$ cat src/design/multichannel_echo_ranger_unit_assert.svh
// Assertion macros for the echo ranger unit.
`ifndef MULTICHANNEL_ECHO_RANGER_UNIT_ASSERT_SVH
`define MULTICHANNEL_ECHO_RANGER_UNIT_ASSERT_SVH

// Same-cycle implication, disabled while reset is high.
`define MCER_ASSERT_NOW(name, clk, rst, ante, cons, msg) \
   name: assert property (@(posedge clk) disable iff (rst) (ante) |-> (cons)) else $error(msg);

// Next-cycle implication, disabled while reset is high.
`define MCER_ASSERT_NEXT(name, clk, rst, ante, cons, msg) \
   name: assert property (@(posedge clk) disable iff (rst) (ante) |=> (cons)) else $error(msg);

`endif

$ cat src/design/mcer_pkg.sv
// Shared types, constants and codes of the echo ranger unit.
package mcer_pkg;

   localparam int CHANNELS_DEF    = 15;
   localparam int QUEUE_DEPTH_DEF = 2;

   localparam int CHAN_W    = 4;
   localparam int COUNT_W   = 16;
   localparam int LEVELS_W  = 15;
   localparam int LEVELS_EXT_W = 16;
   localparam int SECONDS_W = 16;
   localparam int DIST_W    = 14;
   localparam int SAMPLES_W = 8;
   localparam int KIND_W    = 2;
   localparam int MAX_REPORTS = 15;

   // distance = width * 34 / 100 / 2, done as one multiply by a scaled reciprocal
   localparam int DIST_NUM    = 34;
   localparam int DIST_DEN    = 100 * 2;
   localparam int DIST_SHIFT  = 29;
   localparam int DIST_RECIP  = ((1 << DIST_SHIFT) + DIST_DEN - 1) / DIST_DEN;
   localparam int DIST_MULT_W = 27;
   localparam logic [DIST_MULT_W-1:0] DIST_MULT = DIST_MULT_W'(DIST_NUM * DIST_RECIP);
   localparam int PROD_W      = COUNT_W + DIST_MULT_W;

   localparam logic [KIND_W-1:0] KIND_ECHO     = 2'd0;
   localparam logic [KIND_W-1:0] KIND_PERIOD   = 2'd1;
   localparam logic [KIND_W-1:0] KIND_TRIG_END = 2'd2;

   typedef enum logic [1:0] {
      CMD_ECHO,
      CMD_PERIOD,
      CMD_TRIG_END,
      CMD_NOP
   } cmd_kind_type;

   typedef struct packed {
      cmd_kind_type          kind;
      logic [CHAN_W-1:0]     channel;
      logic                  level;
      logic [COUNT_W-1:0]    counter;
      logic [LEVELS_W-1:0]   levels;
      logic [SECONDS_W-1:0]  seconds;
   } cmd_type;

   typedef enum logic [1:0] {
      BK_IDLE,
      BK_EXEC,
      BK_SWEEP,
      BK_STATUS
   } back_state_type;

   typedef struct packed {
      logic                  valid;
      logic                  report;
      logic [CHAN_W-1:0]     channel;
      logic [DIST_W-1:0]     distance;
      logic                  last;
      logic                  trigger;
      logic [SAMPLES_W-1:0]  samples;
   } rsp_type;

   typedef struct packed {
      logic busy;
      logic sweep_end;
   } back_stat_type;

endpackage

$ cat src/design/multichannel_echo_ranger_unit.sv
// Top level of the multichannel ultrasonic echo ranger.
//
//   channel | dir | handshake              | payload
//   req     | in  | req_tvalid/req_tready  | req_tuser kind, req_tdata event fields
//   rsp     | out | rsp_tvalid/rsp_tready  | rsp_tuser report flag, rsp_tdata, rsp_tlast
//
// An echo edge passes the sequencer's take and execute states, the width stage and the
// output register; a trigger end or an unknown kind also passes a status state. A period
// start is taken and executed, then the single sweep over the width registers offers one
// report a cycle while the output does not stall, for each reported channel (up to
// fifteen). The front register and a two-entry command queue keep taking requests while
// the back part works, until the queue fills. Reset is synchronous and active high; it
// clears all channel state, the queue and both output stages. A stalled rsp_tready holds
// the output register, then the width stage, then the sequencer, then the queue.
`include "multichannel_echo_ranger_unit_assert.svh"

module multichannel_echo_ranger_unit #(
   parameter int CHANNELS    = mcer_pkg::CHANNELS_DEF,
   parameter int QUEUE_DEPTH = mcer_pkg::QUEUE_DEPTH_DEF
) (
   input  logic        clock,
   input  logic        reset,
   input  logic        req_tvalid,
   output logic        req_tready,
   input  logic [1:0]  req_tuser,   // [1:0] kind
   input  logic [55:0] req_tdata,   // channel[3:0], echo_level[4], counter_us[20:5],
                                    // echo_levels[35:21], seconds_now[51:36], zero fill
   output logic        rsp_tvalid,
   input  logic        rsp_tready,
   output logic [0:0]  rsp_tuser,   // [0] report_valid
   output logic [31:0] rsp_tdata,   // report_channel[3:0], distance[17:4],
                                    // trigger_level[18], samples_last_second[26:19]
   output logic        rsp_tlast
);

   localparam int REPORTS = (CHANNELS < mcer_pkg::MAX_REPORTS) ? CHANNELS
                                                               : mcer_pkg::MAX_REPORTS;

   logic                    fq_valid, fq_ready;
   mcer_pkg::cmd_type       fq_cmd;
   logic                    qb_valid, qb_ready;
   mcer_pkg::cmd_type       qb_cmd;
   mcer_pkg::rsp_type       rsp;
   mcer_pkg::back_stat_type bk_stat;

   // classify each request into a command
   mcer_front u_front (
      .clock       (clock),
      .reset       (reset),
      .req_valid   (req_tvalid),
      .req_ready   (req_tready),
      .req_kind    (req_tuser),
      .req_channel (req_tdata[3:0]),
      .req_level   (req_tdata[4]),
      .req_counter (req_tdata[20:5]),
      .req_levels  (req_tdata[35:21]),
      .req_seconds (req_tdata[51:36]),
      .cmd_valid   (fq_valid),
      .cmd_ready   (fq_ready),
      .cmd         (fq_cmd)
   );

   // decouple the front from the back sequencer
   mcer_queue #(
      .DEPTH (QUEUE_DEPTH)
   ) u_queue (
      .clock      (clock),
      .reset      (reset),
      .push_valid (fq_valid),
      .push_ready (fq_ready),
      .push_cmd   (fq_cmd),
      .pop_valid  (qb_valid),
      .pop_ready  (qb_ready),
      .pop_cmd    (qb_cmd)
   );

   // carry out commands against the channel state and produce results
   mcer_back #(
      .CHANNELS (CHANNELS)
   ) u_back (
      .clock     (clock),
      .reset     (reset),
      .cmd_valid (qb_valid),
      .cmd_ready (qb_ready),
      .cmd       (qb_cmd),
      .rsp       (rsp),
      .rsp_ready (rsp_tready),
      .stat      (bk_stat)
   );

   // pack the result fields, lowest bit first
   assign rsp_tvalid   = rsp.valid;
   assign rsp_tuser[0] = rsp.report;
   assign rsp_tlast    = rsp.last;
   assign rsp_tdata    = {5'd0, rsp.samples, rsp.trigger, rsp.distance, rsp.channel};

   // status results carry neither channel nor distance
   `MCER_ASSERT_NOW(a_status_empty, clock, reset, rsp_tvalid && !rsp_tuser[0], rsp_tdata[17:0] == 18'd0, "status result carries data")
   // a status result always closes its request
   `MCER_ASSERT_NOW(a_status_last, clock, reset, rsp_tvalid && !rsp_tuser[0], rsp_tlast, "status result without last")
   // reports only name channels that are reported
   `MCER_ASSERT_NOW(a_report_chan, clock, reset, rsp_tvalid && rsp_tuser[0], {1'b0, rsp_tdata[3:0]} < 5'(REPORTS), "report on an unreported channel")
   // the sequencer returns to idle after the final sweep step
   `MCER_ASSERT_NEXT(a_sweep_done, clock, reset, bk_stat.sweep_end, !bk_stat.busy, "sweep did not finish")

endmodule

$ cat src/design/mcer_front.sv
// Front part: accepts requests and classifies them into commands.
module mcer_front (
   input  logic                          clock,
   input  logic                          reset,
   input  logic                          req_valid,
   output logic                          req_ready,
   input  logic [mcer_pkg::KIND_W-1:0]   req_kind,
   input  logic [mcer_pkg::CHAN_W-1:0]   req_channel,
   input  logic                          req_level,
   input  logic [mcer_pkg::COUNT_W-1:0]  req_counter,
   input  logic [mcer_pkg::LEVELS_W-1:0] req_levels,
   input  logic [mcer_pkg::SECONDS_W-1:0] req_seconds,
   output logic                          cmd_valid,
   input  logic                          cmd_ready,
   output mcer_pkg::cmd_type             cmd
);

   logic                 valid_ff, valid_in;
   mcer_pkg::cmd_type    cmd_ff, cmd_in;
   mcer_pkg::cmd_kind_type kind_dec;
   logic                 accept;

   assign req_ready = !valid_ff || cmd_ready;
   assign accept    = req_valid && req_ready;

   always_comb begin
      case (req_kind)
         mcer_pkg::KIND_ECHO:     kind_dec = mcer_pkg::CMD_ECHO;
         mcer_pkg::KIND_PERIOD:   kind_dec = mcer_pkg::CMD_PERIOD;
         mcer_pkg::KIND_TRIG_END: kind_dec = mcer_pkg::CMD_TRIG_END;
         default:                 kind_dec = mcer_pkg::CMD_NOP;
      endcase
   end

   always_comb begin
      valid_in = valid_ff;
      cmd_in   = cmd_ff;
      if (accept) begin
         valid_in       = 1'b1;
         cmd_in.kind    = kind_dec;
         cmd_in.channel = req_channel;
         cmd_in.level   = req_level;
         cmd_in.counter = req_counter;
         cmd_in.levels  = req_levels;
         cmd_in.seconds = req_seconds;
      end else if (cmd_ready) begin
         valid_in = 1'b0;
      end
   end

   always_ff @(posedge clock) begin
      if (reset) begin
         valid_ff <= 1'b0;
      end else begin
         valid_ff <= valid_in;
      end
      cmd_ff <= cmd_in;
   end

   assign cmd_valid = valid_ff;
   assign cmd       = cmd_ff;

endmodule

$ cat src/design/mcer_queue.sv
// Short command queue between the front and back parts.
module mcer_queue #(
   parameter int DEPTH = mcer_pkg::QUEUE_DEPTH_DEF
) (
   input  logic              clock,
   input  logic              reset,
   input  logic              push_valid,
   output logic              push_ready,
   input  mcer_pkg::cmd_type push_cmd,
   output logic              pop_valid,
   input  logic              pop_ready,
   output mcer_pkg::cmd_type pop_cmd
);

   localparam int PTR_W = (DEPTH > 1) ? $clog2(DEPTH) : 1;
   localparam int CNT_W = $clog2(DEPTH + 1);

   mcer_pkg::cmd_type  store_ff [DEPTH];
   logic [PTR_W-1:0]   wr_ptr_ff, wr_ptr_in;
   logic [PTR_W-1:0]   rd_ptr_ff, rd_ptr_in;
   logic [CNT_W-1:0]   count_ff, count_in;
   logic               push, pop;

   assign push_ready = count_ff != CNT_W'(DEPTH);
   assign pop_valid  = count_ff != '0;
   assign push       = push_valid && push_ready;
   assign pop        = pop_ready && pop_valid;
   assign pop_cmd    = store_ff[rd_ptr_ff];

   always_comb begin
      wr_ptr_in = wr_ptr_ff;
      rd_ptr_in = rd_ptr_ff;
      count_in  = count_ff;
      if (push) begin
         wr_ptr_in = (wr_ptr_ff == PTR_W'(DEPTH - 1)) ? '0 : wr_ptr_ff + 1'b1;
      end
      if (pop) begin
         rd_ptr_in = (rd_ptr_ff == PTR_W'(DEPTH - 1)) ? '0 : rd_ptr_ff + 1'b1;
      end
      if (push && !pop) begin
         count_in = count_ff + 1'b1;
      end else if (pop && !push) begin
         count_in = count_ff - 1'b1;
      end
   end

   always_ff @(posedge clock) begin
      if (reset) begin
         wr_ptr_ff <= '0;
         rd_ptr_ff <= '0;
         count_ff  <= '0;
      end else begin
         wr_ptr_ff <= wr_ptr_in;
         rd_ptr_ff <= rd_ptr_in;
         count_ff  <= count_in;
      end
      if (push) begin
         store_ff[wr_ptr_ff] <= push_cmd;
      end
   end

endmodule

$ cat src/design/mcer_back.sv
// Back part: channel state, command sequencer, distance stage and output register.
module mcer_back #(
   parameter int CHANNELS = mcer_pkg::CHANNELS_DEF
) (
   input  logic                    clock,
   input  logic                    reset,
   input  logic                    cmd_valid,
   output logic                    cmd_ready,
   input  mcer_pkg::cmd_type       cmd,
   output mcer_pkg::rsp_type       rsp,
   input  logic                    rsp_ready,
   output mcer_pkg::back_stat_type stat
);

   localparam int IDX_W   = (CHANNELS > 1) ? $clog2(CHANNELS) : 1;
   localparam int REPORTS = (CHANNELS < mcer_pkg::MAX_REPORTS) ? CHANNELS
                                                               : mcer_pkg::MAX_REPORTS;
   localparam int CW      = mcer_pkg::COUNT_W;

   mcer_pkg::back_state_type state_ff, state_in;
   mcer_pkg::cmd_type        cmd_ff, cmd_in;
   logic [IDX_W-1:0]         idx_ff, idx_in;

   logic                     held_ff [CHANNELS];
   logic                     held_in [CHANNELS];
   logic [CW-1:0]            rise_ff [CHANNELS];
   logic [CW-1:0]            rise_in [CHANNELS];
   logic [CW-1:0]            width_ff [CHANNELS];
   logic [CW-1:0]            width_in [CHANNELS];
   logic                     trig_ff, trig_in;
   logic [mcer_pkg::SECONDS_W-1:0] last_sec_ff, last_sec_in;
   logic [mcer_pkg::SAMPLES_W-1:0] last_cnt_ff, last_cnt_in;
   logic [mcer_pkg::SAMPLES_W-1:0] per_cnt_ff, per_cnt_in;

   // width stage ahead of the multiplier
   logic                     s2_valid_ff, s2_valid_in;
   logic                     s2_report_ff, s2_report_in;
   logic [mcer_pkg::CHAN_W-1:0] s2_chan_ff, s2_chan_in;
   logic                     s2_last_ff, s2_last_in;
   logic                     s2_trig_ff, s2_trig_in;
   logic [mcer_pkg::SAMPLES_W-1:0] s2_cnt_ff, s2_cnt_in;
   logic [CW-1:0]            s2_width_ff, s2_width_in;

   mcer_pkg::rsp_type        out_ff, out_in;

   logic                     out_free, s2_move, s2_free;
   logic [IDX_W-1:0]         ch_idx;
   logic                     in_range;
   logic [CW-1:0]            cur_rise;
   logic [mcer_pkg::LEVELS_EXT_W-1:0] levels_ext;
   logic [mcer_pkg::PROD_W-1:0] prod;
   logic                     sweep_end;

   assign out_free = !out_ff.valid || rsp_ready;
   assign s2_move  = s2_valid_ff && out_free;
   assign s2_free  = !s2_valid_ff || out_free;

   assign ch_idx     = cmd_ff.channel[IDX_W-1:0];
   assign in_range   = {1'b0, cmd_ff.channel} < (mcer_pkg::CHAN_W + 1)'(CHANNELS);
   assign cur_rise   = rise_ff[ch_idx];
   assign levels_ext = {1'b0, cmd_ff.levels};

   always_comb begin
      state_in    = state_ff;
      cmd_in      = cmd_ff;
      idx_in      = idx_ff;
      held_in     = held_ff;
      rise_in     = rise_ff;
      width_in    = width_ff;
      trig_in     = trig_ff;
      last_sec_in = last_sec_ff;
      last_cnt_in = last_cnt_ff;
      per_cnt_in  = per_cnt_ff;
      cmd_ready   = 1'b0;
      sweep_end   = 1'b0;

      s2_valid_in  = s2_move ? 1'b0 : s2_valid_ff;
      s2_report_in = s2_report_ff;
      s2_chan_in   = s2_chan_ff;
      s2_last_in   = s2_last_ff;
      s2_trig_in   = s2_trig_ff;
      s2_cnt_in    = s2_cnt_ff;
      s2_width_in  = s2_width_ff;

      case (state_ff)
         mcer_pkg::BK_IDLE: begin
            cmd_ready = 1'b1;
            if (cmd_valid) begin
               cmd_in   = cmd;
               state_in = mcer_pkg::BK_EXEC;
            end
         end
         mcer_pkg::BK_EXEC: begin
            case (cmd_ff.kind)
               mcer_pkg::CMD_ECHO: begin
                  // update and emit together, so wait for room first
                  if (s2_free) begin
                     s2_valid_in  = 1'b1;
                     s2_report_in = 1'b0;
                     s2_chan_in   = '0;
                     s2_last_in   = 1'b1;
                     s2_trig_in   = trig_ff;
                     s2_cnt_in    = last_cnt_ff;
                     s2_width_in  = '0;
                     if (in_range && held_ff[ch_idx] != cmd_ff.level) begin
                        held_in[ch_idx] = cmd_ff.level;
                        if (cmd_ff.level && cur_rise == '0) begin
                           rise_in[ch_idx] = cmd_ff.counter;
                        end else if (!cmd_ff.level && cur_rise != '0) begin
                           // fall not after rise keeps the old width but still reports
                           if (cur_rise < cmd_ff.counter) begin
                              width_in[ch_idx] = cmd_ff.counter - cur_rise;
                              s2_width_in      = cmd_ff.counter - cur_rise;
                           end else begin
                              s2_width_in      = width_ff[ch_idx];
                           end
                           s2_report_in = 1'b1;
                           s2_chan_in   = cmd_ff.channel;
                        end
                     end
                     state_in = mcer_pkg::BK_IDLE;
                  end
               end
               mcer_pkg::CMD_PERIOD: begin
                  for (int i = 0; i < CHANNELS; i++) begin
                     rise_in[i] = '0;
                     held_in[i] = levels_ext[i];
                     if (i >= REPORTS) begin
                        width_in[i] = '0;
                     end
                  end
                  trig_in = 1'b1;
                  if (last_sec_ff != cmd_ff.seconds) begin
                     last_sec_in = cmd_ff.seconds;
                     last_cnt_in = per_cnt_ff;
                     per_cnt_in  = 8'd1;
                  end else begin
                     per_cnt_in  = per_cnt_ff + 8'd1;
                  end
                  idx_in   = '0;
                  state_in = mcer_pkg::BK_SWEEP;
               end
               mcer_pkg::CMD_TRIG_END: begin
                  for (int i = 0; i < CHANNELS; i++) begin
                     rise_in[i] = '0;
                  end
                  trig_in  = 1'b0;
                  state_in = mcer_pkg::BK_STATUS;
               end
               default: begin
                  state_in = mcer_pkg::BK_STATUS;
               end
            endcase
         end
         mcer_pkg::BK_SWEEP: begin
            // report the old width of each reported channel, clearing it as it goes
            if (s2_free) begin
               s2_valid_in      = 1'b1;
               s2_report_in     = 1'b1;
               s2_chan_in       = mcer_pkg::CHAN_W'(idx_ff);
               s2_last_in       = idx_ff == IDX_W'(REPORTS - 1);
               s2_trig_in       = trig_ff;
               s2_cnt_in        = last_cnt_ff;
               s2_width_in      = width_ff[idx_ff];
               width_in[idx_ff] = '0;
               if (idx_ff == IDX_W'(REPORTS - 1)) begin
                  sweep_end = 1'b1;
                  state_in  = mcer_pkg::BK_IDLE;
               end else begin
                  idx_in = idx_ff + 1'b1;
               end
            end
         end
         mcer_pkg::BK_STATUS: begin
            if (s2_free) begin
               s2_valid_in  = 1'b1;
               s2_report_in = 1'b0;
               s2_chan_in   = '0;
               s2_last_in   = 1'b1;
               s2_trig_in   = trig_ff;
               s2_cnt_in    = last_cnt_ff;
               s2_width_in  = '0;
               state_in     = mcer_pkg::BK_IDLE;
            end
         end
         default: begin
            state_in = mcer_pkg::BK_IDLE;
         end
      endcase
   end

   assign prod = mcer_pkg::PROD_W'(s2_width_ff) * mcer_pkg::PROD_W'(mcer_pkg::DIST_MULT);

   always_comb begin
      out_in = out_ff;
      if (out_free) begin
         out_in.valid = s2_valid_ff;
         if (s2_valid_ff) begin
            out_in.report   = s2_report_ff;
            out_in.channel  = s2_chan_ff;
            out_in.distance = s2_report_ff ?
                              prod[mcer_pkg::DIST_SHIFT +: mcer_pkg::DIST_W] : '0;
            out_in.last     = s2_last_ff;
            out_in.trigger  = s2_trig_ff;
            out_in.samples  = s2_cnt_ff;
         end
      end
   end

   always_ff @(posedge clock) begin
      if (reset) begin
         state_ff    <= mcer_pkg::BK_IDLE;
         idx_ff      <= '0;
         for (int i = 0; i < CHANNELS; i++) begin
            held_ff[i]  <= 1'b0;
            rise_ff[i]  <= '0;
            width_ff[i] <= '0;
         end
         trig_ff     <= 1'b0;
         last_sec_ff <= '1;
         last_cnt_ff <= '0;
         per_cnt_ff  <= '0;
         s2_valid_ff <= 1'b0;
         out_ff.valid <= 1'b0;
      end else begin
         state_ff    <= state_in;
         idx_ff      <= idx_in;
         held_ff     <= held_in;
         rise_ff     <= rise_in;
         width_ff    <= width_in;
         trig_ff     <= trig_in;
         last_sec_ff <= last_sec_in;
         last_cnt_ff <= last_cnt_in;
         per_cnt_ff  <= per_cnt_in;
         s2_valid_ff <= s2_valid_in;
         out_ff.valid <= out_in.valid;
      end
      cmd_ff          <= cmd_in;
      s2_report_ff    <= s2_report_in;
      s2_chan_ff      <= s2_chan_in;
      s2_last_ff      <= s2_last_in;
      s2_trig_ff      <= s2_trig_in;
      s2_cnt_ff       <= s2_cnt_in;
      s2_width_ff     <= s2_width_in;
      out_ff.report   <= out_in.report;
      out_ff.channel  <= out_in.channel;
      out_ff.distance <= out_in.distance;
      out_ff.last     <= out_in.last;
      out_ff.trigger  <= out_in.trigger;
      out_ff.samples  <= out_in.samples;
   end

   assign rsp            = out_ff;
   assign stat.busy      = state_ff != mcer_pkg::BK_IDLE;
   assign stat.sweep_end = sweep_end;

endmodule
$ cat config.mk
export PLATFORM = sky130hd
export DESIGN_NAME = multichannel_echo_ranger_unit
export DESIGN_NICKNAME = d
export VERILOG_FILES = /design/src/design/mcer_pkg.sv /design/src/design/multichannel_echo_ranger_unit.sv /design/src/design/mcer_front.sv /design/src/design/mcer_queue.sv /design/src/design/mcer_back.sv
export VERILOG_INCLUDE_DIRS = /design/src /design/src/design
export SDC_FILE = /design/constraint.sdc
export NUM_CORES = 2
export LEC_CHECK = 0
export BUFFER_PORTS_ARGS = -buffer_cell sky130_fd_sc_hd__buf_2
export CELL_PAD_IN_SITES_DETAIL_PLACEMENT = 0
export CELL_PAD_IN_SITES_GLOBAL_PLACEMENT = 1
export CORE_MARGIN = 3
export CORE_UTILIZATION = 40
export DETAILED_ROUTE_END_ITERATION = 7
export HOLD_SLACK_MARGIN = 0.02
export PLACE_DENSITY_LB_ADDON = 0.1
export SLEW_MARGIN = 0
export SYNTH_ARGS = -nofsm -noshare
export SYNTH_HDL_FRONTEND = slang
export SYNTH_SLANG_ARGS = --single-unit
$ cat constraint.sdc
create_clock -name clock -period 8.15 [get_ports clock]
set_clock_uncertainty 0.1 [all_clocks]
set_input_delay 0.815 -clock clock [delete_from_list [all_inputs] [get_ports clock]]
set_output_delay 0.815 -clock clock [all_outputs]
set_load 0.05 [all_outputs]
-- After elaboration in Yosys (flattened, before gate mapping)
Memories as Yosys holds them, arrays and structs flattened. A register that Yosys moved wholly into a read port is not among the register bits.
Cells that the tools add are included.
Widths: inputs -> output; s select.
- add/subtract/negate cells: 7
- multipliers: 1
- magnitude comparators: 6
- equality and inequality tests: 26
- multiplexer cells: 97
- bitwise gates (word level): 4
- reduce and logical (&&, ||, !) cells: 49
- operator list (kind ; number):
    $mux 240 ; 10
    $pmux 240 s2 ; 2
    $bwmux 240 ; 2
    $mux 16 ; 16
    $and 240x240->240 ; 1
    $not 240->240 ; 1
    $bmux 16 s4 ; 3
    $demux 16 s4 ; 2
    $pmux 16 s3 ; 1
    $mul 16x26->42 const B ; 1
    $mux 4 ; 10
    $mux 15 ; 2
    $pmux 15 s2 ; 1
    $mux 1 ; 25
    $mux 8 ; 3
    $ne 2x1->1 const B ; 11
    $logic_not 16->1 ; 1
    $lt 16x16->1 ; 1
    $ne 16x16->1 ; 1
    $pmux 8 s2 ; 1
    $reduce_bool 16->1 ; 1
    $reduce_bool 2->1 ; 8
    $sub 16x16->16 ; 1
    $bwmux 15 ; 1
    35 further kinds ; 84
- register bits: 655
- bits in writable memories: 108
- output and inout port bits: 36
- word-level logic and storage cells: 266
- memories: 1
- memories (memory ; words ; width ; read ports ; clocked after Yosys merged registers in ; wr ports ; line ; text):
    u_queue.store_ff ; 2 ; 54 ; 1 ; 1 ; 1 ; mcer_queue.sv:18 ; mcer_pkg::cmd_type store_ff [DEPTH];

-- Logic depth before layout (Yosys ltp)
- depth after elaboration: 13
- gate-level depth with buffers: 21

-- Hierarchy
From an unflattened synthesis, not the netlist that was laid out.
- cell total of the unflattened synthesis: 3446
- area total of the unflattened synthesis: 40938.0 um2
- by module, submodules not included (module ; instances ; cells an instance ; area an instance (um2) ; sequential area each (um2)):
    mcer_back ; 1 ; 3187 ; 35096.2 ; 14153.6
    mcer_queue ; 1 ; 192 ; 4116.4 ; 3343.2
    mcer_front ; 1 ; 61 ; 1684.1 ; 1641.6
    multichannel_echo_ranger_unit ; 1 ; 6 ; 41.3 ; 0.0

-- Worst setup path after synthesis
No wires, ideal clock.
- path type: reg-to-reg
- start point: register u_back.s2_width_ff[13]
- end point: register u_back.out_ff, in the netlist u_back.rsp[21] (data pin)
- setup time: 0.270 ns
- arrival time: 5.422 ns
- setup slack: 2.358 ns
- stages on the path, launching flop included: 20
- period minus slack after synthesis: 5.792 ns
- cell sequence: edfxtp_1 fa_1 inv_1 fa_1 fa_1 inv_1 fa_1 fa_1 inv_1 fa_1 inv_1 ha_1 nand3_1 nor3_1 o2111ai_1 o2111ai_1 nand4_1 a311oi_1 o21a_1 nor3_1
- longest elaborated chain between the ends: 1
- RTL lines (item ; line ; text):
    from (decl) ; mcer_back.sv:42 ; logic [CW-1:0] s2_width_ff, s2_width_in;
    from (signal assigned) ; mcer_back.sv:244 ; s2_width_ff <= s2_width_in;
    $mul 16x26->42 ; mcer_back.sv:192 ; assign prod = mcer_pkg::PROD_W'(s2_width_ff) * mcer_pkg::PROD_W'(mcer_pkg::DIST_MULT);
    to (decl) ; mcer_back.sv:44 ; mcer_pkg::rsp_type out_ff, out_in;
No other way between the ends.
A chain may end at the register's enable or synchronous reset.

-- Worst setup path after layout
Ends and elaborated chain as after synthesis.

==> metrics.md <==
| Metric | Value |
|---|---|
| Syn Inst Count | `3,764` |
| Crit-path max cell delay | `0.67 ns` |
| Met1 GRT Util | `34.4%` |
| Post-Syn Area per Cell | `11.2 um^2` |
| CTS H-tree depth | `3` |
| Diodes inserted | `0` |
| Resize count post-CTS | `0` |
| Area grow syn2layout | `11.0%` |
| Post-synthesis cell type count | `72` |
| Worst Path Max Fanout | `7` |
| Setup CP Type | `register to register` |
| Layout Cells excl Fill | `5,178` |
| Ys async rst share | `0%` |
| Top delay family on crit path | `adder cells` |
| Period minus WS final | `6.61 ns` |
| Rel. slew slack | `10.7%` |
| GR Overflow Total | `0` |
| GR Util met3 | `5.07%` |
| IO Pins | `98` |
| Count leader, synth | `dfxtp_1` |
| Worst path buffer plus inverter count | `4` |
| Horiz. Die Dim | `331 um` |
| Post-DP HPWL | `91.2 mm` |
| Clock Latency Late Sink | `0.66 ns` |
| Largest net degree at the start of global routing | `98` |
| DRC Markers | `0` |
| Post-DR vias/cell | `5.96` |
| Starting Density | `40.5%` |
| Leading area contributor after synthesis | `dfxtp_1` |
| Post-synth top cells | `dfxtp_1 (541), a21oi_1 (288), nand2_1 (277), edfxtp_1 (276), a22o_1 (244)` |
| DRT antenna net count | `0` |
| Yosys reg bits | `817` |
| Initial DRT Pass Iterations | `8` |
| CTS Root Cell | `clkbuf_16` |
| Placed cells | `5,013` |
| Critical Path Source Type | `register` |
| GR Util met2 | `38.8%` |
| Max-Cap Viols | `0` |
| Total number of vias | `30,900` |
| Data required time of the worst path | `8.44 ns` |
| TNS Setup | `0 ns` |
| Port Buffer Count | `88` |
| CORE AREA | `104,000 um^2` |
| RSZ-0062 raised after global routing | `no` |
| Worst Setup End Kind | `register` |
| Outcome | `completed` |
| Worst path arrival time | `6.90 ns` |
| Fmax | `151 MHz` |
| Die Y | `331 um` |
| Sequential element share of the synthesized area | `45.3%` |
| CTS tree | `built` |
| Area contributors post-synth | `dfxtp_1 (26%), edfxtp_1 (20%), mux4_2 (8.8%), fa_1 (6.1%), ha_1 (5.8%)` |
| # fillers | `9,567` |
| First-pass GRT wire length | `203 mm` |
| CTS Buf Count | `90` |
| Routed length per instance | `26.4 um` |
| Worst path most repeated cell | `fa_1` |
| CTS max path bufs | `3` |
| Placer Congestion | `0.901` |
| Cells along the critical path | `fa_1, inv_1, fa_1, fa_1, inv_1, fa_1, fa_1, inv_1, fa_1, inv_1, ha_1, nand3_1, nor3_1, o2111ai_1, o2111ai_1, nand4_1, a311oi_1, o21a_1, nor3_1` |
| Initial antenna violation count | `6` |
| Fin. max-slew vios | `0` |
| Final period util | `81.1%` |
| Cell Area, Synth | `42,200 um^2` |
| Top Usage Layer GRT | `met2` |
| Post-CTS Setup Inserts | `0` |
| Nets | `4,111` |
| CTS Sinks | `817` |
| Worst path slowest cell | `fa_1` |
| Vias in the first global route | `30,800` |
| # hold bufs at CTS | `0` |
| Clock transition at the registers of the reported paths | `0.06 ns` |
| Post-Route WL | `137 mm` |
| Main flop type after synthesis | `dfxtp_1` |
| Standard-cell rows | `118` |
| Transition time of the tightest slew-check pin | `1.34 ns` |
| DR iter-0 viols | `3,335` |
| Worst hold path class | `input port to register` |
| Total GRT Usage | `24.8%` |
| Top cell type's share of synthesized area | `25.7%` |
| Number of flops mapped to enable cells by yosys | `276` |
| Fraction of layout cells with a size suffix above 1 | `16.1%` |
| Ys Warns | `0` |
| # setup viols final | `0` |
| DIE AREA | `109,000 um^2` |
| Hold Vio Cnt, Final | `0` |
==> kinds of logic after synthesis <==
kind of cell / Yosys count / synth area share (%)
compound gates: 896 / 14.3
simple gates: 826 / 9.65
flops: 817 / 45.3
buf+inv: 538 / 5.18
fa+ha+maj: 324 / 11.9
mux: 318 / 12.7
xor+xnor: 44 / 0.914
other cells: 1 / 0.00889
==> state kept, by name (all words and copies together), names as in the netlist, 2 cells and up <==
| register | flops |
|---|---|
| u_back.rise_ff | 240 |
| u_back.width_ff | 240 |
| u_queue.store_ff | 108 |
| u_front.cmd | 54 |
| u_back.cmd_ff | 50 |
| u_back.rsp | 30 |
| u_back.last_sec_ff | 16 |
| u_back.s2_width_ff | 16 |
| u_back.held_ff | 15 |
| u_back.last_cnt_ff | 8 |
| u_back.per_cnt_ff | 8 |
| u_back.s2_cnt_ff | 8 |
| u_back.ch_idx | 4 |
| u_back.idx_ff | 4 |
| u_back.s2_chan_ff | 4 |
| u_back.state_ff | 2 |
| u_queue.count_ff | 2 |
==> per-stage QoR <==
step | util [%] | hold slack, ns | setup slack, ns | area (um^2)
after floorplan | - | 0.300 | 2.36 | 42200
after CTS | 45.0 | 0.180 | 1.44 | 46800
after global routing | 45.0 | 0.204 | 1.08 | 46800
after detailed placement | 42.1 | 0.321 | 1.46 | 43800
final | 45.0 | 0.232 | 1.54 | 46800
after global placement | 42.1 | 0.318 | 1.53 | 43800
==> layer usage <==
metal / wire length [um] / vias to the layer above / share of wire (%)
met5: 27 / - / 0.020
met4: 4400 / 4 / 3.2
met3: 11300 / 237 / 8.3
met2: 61500 / 1369 / 45
met1: 59300 / 15500 / 43
li1: - / 13800 / -
==> final timing paths <==
check                              start  slack (ns)  cells after the start             endpoint
setup / recovery  u_back.s2_width_ff[13]        1.54                     19       u_back.rsp[21]
hold / removal              req_tdata[6]        0.23                      1      u_front.cmd[32]
setup reg to reg  u_back.s2_width_ff[13]        1.54                     19       u_back.rsp[21]
hold reg to reg    u_back.last_cnt_ff[7]        0.33                      0  u_back.s2_cnt_ff[7]
==> layout make-up <==
class                      instances  area (um^2)  share of cell area (%)
clock buffer                     118         2550                    5.45
clock inverter                    47          480                    1.03
inverter                         242          908                    1.94
multi-input combinational       2413        21000                    44.9
sequential                       817        19100                    40.8
tap                             1380         1730                    3.69
timing repair buffer             161          997                    2.13
==> layout by cell type, fill, tap and decap left out, drive strengths merged, types with 16 or more instances in the layout <==
cell and n:
nand3b 36, edfxtp 276, ha 196, mux4 165
dfxtp 541, nand3 242, buf 160, nor3 28
fa 128, o22ai 18, mux2i 74, nand2b 28
clkbuf 119, nand2 277, o211ai 76, clkinv 33
nor3b 17, o21ai 128, xnor2 25, a211oi 26
mux2 79, a21oi 298, and2 16, a22o 244
xor2 19, a21o 26, nor2 100, inv 243
nand4 27
Power is not shown: default switching activity piles up to over one toggle a cycle in this logic, so the estimate is an artifact.
